File: src/rtl/rrrs_pkg.sv
// ----------------------------------------------------------------------------
// rrrs_pkg
// shared constants and codes of the round-robin reclaim selector
// ----------------------------------------------------------------------------
package rrrs_pkg;

    localparam int MAX_PARTS = 16;
    localparam int MAX_SEGS  = 8;
    localparam int LEVELS    = 4;

    localparam int PART_W  = $clog2(MAX_PARTS);
    localparam int NPART_W = $clog2(MAX_PARTS + 1);
    localparam int LVL_W   = $clog2(LEVELS);
    localparam int SEG_W   = (MAX_SEGS > 1) ? $clog2(MAX_SEGS) : 1;
    localparam int CNT_W   = $clog2(MAX_SEGS + 1);
    localparam int CADDR_W = PART_W + LVL_W;
    localparam int SADDR_W = PART_W + LVL_W + SEG_W;

    localparam int CURSOR_W = 32;

    localparam logic [1:0] ACT_CLEAR = 2'd0;
    localparam logic [1:0] ACT_LOAD  = 2'd1;
    localparam logic [1:0] ACT_RUN   = 2'd2;

    localparam logic [2:0] STAT_DISABLED = 3'd0;
    localparam logic [2:0] STAT_SLACK    = 3'd1;
    localparam logic [2:0] STAT_GC       = 3'd2;
    localparam logic [2:0] STAT_NOPARTS  = 3'd3;
    localparam logic [2:0] STAT_SCHED    = 3'd4;

    localparam logic [1:0] CFG_TARGET = 2'd0;
    localparam logic [1:0] CFG_SLACK  = 2'd1;
    localparam logic [1:0] CFG_GAIN   = 2'd2;

endpackage

File: src/rtl/rrrs_mod_unit.sv
// ----------------------------------------------------------------------------
// rrrs_mod_unit
// bit-serial remainder of the visit cursor by the partition count
// ----------------------------------------------------------------------------
module rrrs_mod_unit (
    input  logic                          i_clk,
    input  logic                          i_rst_n,
    input  logic                          i_start,
    input  logic [rrrs_pkg::CURSOR_W-1:0] i_dividend,
    input  logic [rrrs_pkg::NPART_W-1:0]  i_divisor,
    output logic                          o_done,
    output logic [rrrs_pkg::PART_W-1:0]   o_rem
);
    import rrrs_pkg::*;

    localparam int STEP_W = $clog2(CURSOR_W + 1);

    logic [STEP_W-1:0]   r_step;
    logic                r_busy;
    logic                r_done;
    logic [CURSOR_W-1:0] r_dvd;
    logic [NPART_W-1:0]  r_div;
    logic [NPART_W-1:0]  r_rem;
    logic [NPART_W:0]    w_trial;
    logic [NPART_W:0]    w_next;

    // one quotient bit a cycle
    always_comb begin
        w_trial = {r_rem, r_dvd[CURSOR_W-1]};
        w_next  = (w_trial >= {1'b0, r_div}) ? w_trial - {1'b0, r_div} : w_trial;
    end

    always_ff @(posedge i_clk) begin
        if (!i_rst_n) begin
            r_busy <= 1'b0;
            r_done <= 1'b0;
            r_step <= '0;
        end else begin
            r_done <= 1'b0;
            if (i_start) begin
                r_busy <= 1'b1;
                r_step <= '0;
                r_dvd  <= i_dividend;
                r_div  <= i_divisor;
                r_rem  <= '0;
            end else if (r_busy) begin
                r_rem <= w_next[NPART_W-1:0];
                r_dvd <= {r_dvd[CURSOR_W-2:0], 1'b0};
                r_step <= r_step + STEP_W'(1);
                if (r_step == STEP_W'(CURSOR_W - 1)) begin
                    r_busy <= 1'b0;
                    r_done <= 1'b1;
                end
            end
        end
    end

    assign o_done = r_done;
    assign o_rem  = r_rem[PART_W-1:0];

    a_rem_below_div: assert property (@(posedge i_clk) disable iff (!i_rst_n)
        r_done |-> (r_rem < r_div))
        else $error("remainder not below divisor");

    a_done_after_busy: assert property (@(posedge i_clk) disable iff (!i_rst_n)
        r_done |-> $past(r_busy))
        else $error("done without work");

    a_no_overlap: assert property (@(posedge i_clk) disable iff (!i_rst_n)
        r_busy |-> !r_done)
        else $error("busy and done together");

endmodule
File: config.mk
export PLATFORM = sky130hd
export DESIGN_NAME = rrrs_mod_unit
export DESIGN_NICKNAME = d
export VERILOG_FILES = /design/src/rtl/rrrs_pkg.sv /design/src/rtl/rrrs_mod_unit.sv
export SDC_FILE = /design/constraint.sdc
export NUM_CORES = 1
export LEC_CHECK = 0
export ABC_AREA = 1
export BUFFER_PORTS_ARGS = -buffer_cell sky130_fd_sc_hd__buf_4
export CORE_ASPECT_RATIO = 2
export CORE_UTILIZATION = 49
export CTS_BUF_LIST = sky130_fd_sc_hd__clkbuf_16
export CTS_CLUSTER_SIZE = 16
export DETAILED_ROUTE_END_ITERATION = 10
export PLACE_DENSITY = 0.75
export SYNTH_ARGS = -nofsm -noshare
export SYNTH_HDL_FRONTEND = slang
export SYNTH_SLANG_ARGS = --single-unit
File: constraint.sdc
create_clock -name i_clk -period 1.9 [get_ports i_clk]
set_input_delay 0.475 -clock i_clk [delete_from_list [all_inputs] [get_ports i_clk]]
set_output_delay 0.475 -clock i_clk [all_outputs]
set_load 0.05 [all_outputs]
==> results.md <==
- Switching share of power: 25.0%
- ANT cells: 0
- Die height: 100 µm
- Antenna Nets Post-Route: 0
- Setup Buffers After CTS: 0
- Max frequency: 581 MHz
- Power Total: 2.61 mW
- Root Buffer: clkbuf_16
- Worst r2r src: r_dvd[31]
- IO buf count: 44
- 1st-iter DRT viols: 30
- RePlAce Congestion: 0.823
- Initial antenna violation count: 0
- Starting Density: 51.5%
- I/O pin count: 45
- Worst path required time: 2040 ps
- Row count: 35
- DRT Wirelength: 4.23 mm
- Top cells by area, synth: edfxtp_1 (53%), nand2_1 (19%), dfxtp_1 (6.8%), inv_1 (4.1%), ha_1 (3.2%)
- Syn Inst Count: 263
- Layout area overhead: 22.2%
- Startpoint Class: flip-flop
- Internal reg-to-reg setup slack: 180 ps
- Cells along the critical path: inv_1 -> ha_1 -> inv_1 -> fa_2 -> inv_1 -> nand2_1 -> inv_1 -> nor2_1 -> nor2_2 -> nor2_1 -> nor2_1
- Kind of cell adding the most delay to the critical path: adder cells
- EDFF count, synth: 42
- Dpl cells: 355
- PwrDens: 901 nW/µm²
- Via count: 1755
- Nets: 354
- DRC: 0
- CTS sink cnt: 50
- Setup repair after global routing missed its margin: no
- Yosys warns: 0
- Slew HR: 77.5%
- Final count of pins violating max slew: 0
- Worst Setup End Kind: flip-flop
- Combinational power share: 17.0%
- Post-Layout Cell Count: 363
- Max_cap viols: 0
- CP max stage cell: edfxtp_1
- Setup_tns: 0 ps
- Clk Latency, worst-skew pair: 280 ps
- VDD IR max: 748 µV
- Seq/Total Area, Yosys: 60.1%
- Synth Flop Type: edfxtp_1
- Share of the synthesized area in the top cell type: 53.3%
- Worst R2R Path Depth: 11
- Worst hold path depth: 1
- Min-Delay Path Class: input pin to flip-flop
- Largest net degree at the start of global routing: 30
- Status: finished, final reports clean
- Internal: 1.96 mW
- Area of the mapped netlist: 2370 µm²
- Vias in the first global route: 1697
- Final hold violation count: 0
- Count leader, synth: nand2_1
- Clock Skew: 4.39 ps
- H-tree levels: 2
- Min Tclk post-route: 1720 ps
- Yosys cell types: 20
- Clock Power Share: 31.6%
- Min Hold Slack: 368 ps
- Final setup viols: 0
- Core region area: 4600 µm²
- DP HPWL: 3.20 mm
- Post-synthesis net count: 310
- Worst path buffer plus inverter count: 4
- Hold path start: i_divisor[2]
- Max stage delay on crit path: 360 ps
- First-pass GRT wire length: 7.15 mm
- Worst-case clock buffer depth: 2
- Die span in x: 51.1 µm
- Reg2Reg Capture Point: r_rem[4]
- Cts bufs inserted: 5
- Pleak: 1.39 nW
- Crit-path max FO: 5
- Overall Global Routing Usage: 19.0%
- Top cells by count, synth: nand2_1 (120), edfxtp_1 (42), inv_1 (26)
- WS Path Type: flip-flop to flip-flop
- Biggest area consumer among synthesized cells: edfxtp_1
- Critical path's most frequent cell: inv_1
- Switching power: 0.651 mW
- CTS hold repair buffers: 0
- CTS tree: built
- Asr flop ratio synth: 0%
- Share of layout cells above drive strength 1: 19.8%
- Congestion Overflow GR: 0
- Worst-path clk slew: 60 ps
- DIE AREA: 5130 µm²
- Worst-Margin Slew: 336 ps
- CTS resizes: 0
- Via density: 4.83
- Average cell area after synthesis: 9.00 µm²
- Endpoint, Worst Hold: r_div[2]
- Wire per inst: 11.7 µm
- Pre-antenna DRT Iters: 4
- Sequential power share: 51.5%
- Flop and latch count out of synthesis: 50
- Final period util: 90.5%
- Worst path arrival time: 1860 ps
[routing by layer]
metal	GRT usage, %	vias up	wire [µm]
met5	0	-	0
met4	9.19	0	110
met3	3.64	10	138
met2	35.7	40	2440
met1	18.9	789	1540
li1	-	916	-
[stage by stage]
step,setup slack (ps),instance area [µm²],util (%)
after floorplan,265,2370,-
after global placement,158,2750,59.8
after detailed placement,111,2750,59.8
after CTS,95.5,2890,62.7
after global routing,48.5,2890,62.9
final,180,2890,62.9
[final cells by class]
class	count	area [µm²]
clock buffers	5	125
clock inverters	3	12.5
fillers	425	1710
inverters	27	101
multi-input cells	175	790
flip-flops and latches	50	1420
well taps	55	68.8
repair buffers	48	373
[flip-flops by register name, indices dropped and copies added (netlist names)]
register  cells
r_busy        1
r_rem         5
r_dvd        32
o_done        1
r_div         5
r_step        6
[cell usage in the layout, fill, tap and decap left out, types with 2 or more instances in the layout]
master,count
nor2_2,2
nand2_1,119
o21ai_0,5
a21oi_1,6
nand3_1,12
dfxtp_1,8
clkbuf_16,5
inv_1,27
ha_1,6
nor2_1,17
buf_4,47
edfxtp_1,42
[cells by family (layout without fill, tap and decap cells)]
| group | after synthesis | count (layout) | synth area share (%) |
|---|---|---|---|
| AOI/OAI and AO/OA | 13 | 13 | 2.86 |
| xor gates and xnor gates | 1 | 1 | 0.370 |
| adders and majority gates | 7 | 7 | 4.02 |
| buffers and inverters | 38 | 83 | 6.93 |
| DFF | 50 | 50 | 60.1 |
| and+or+nand+nor | 154 | 154 | 25.8 |
[power by group through the flow]
stage	logic (mW)	registers, mW	clock network (mW)
after global placement	0.435	1.36	0
after CTS	0.446	1.34	0.845
after floorplan	0.307	1.35	0
final	0.443	1.34	0.822
after detailed placement	0.444	1.36	0
after global routing	0.499	1.35	0.883
[worst max path at each step]
stage / depth (start not counted) / slack, ps / to / startpoint
CTS: 11 / 100 / r_rem[4] / r_dvd[31]
detailed placement: 11 / 110 / r_rem[4] / r_dvd[31]
global route: 11 / 50 / r_rem[4] / r_dvd[31]
finish: 11 / 180 / r_rem[4] / r_dvd[31]
global placement: 11 / 160 / r_rem[3] / r_dvd[31]
floorplan: 10 / 270 / r_rem[1] / r_dvd[31]
Power figures use the tool's default switching activity.
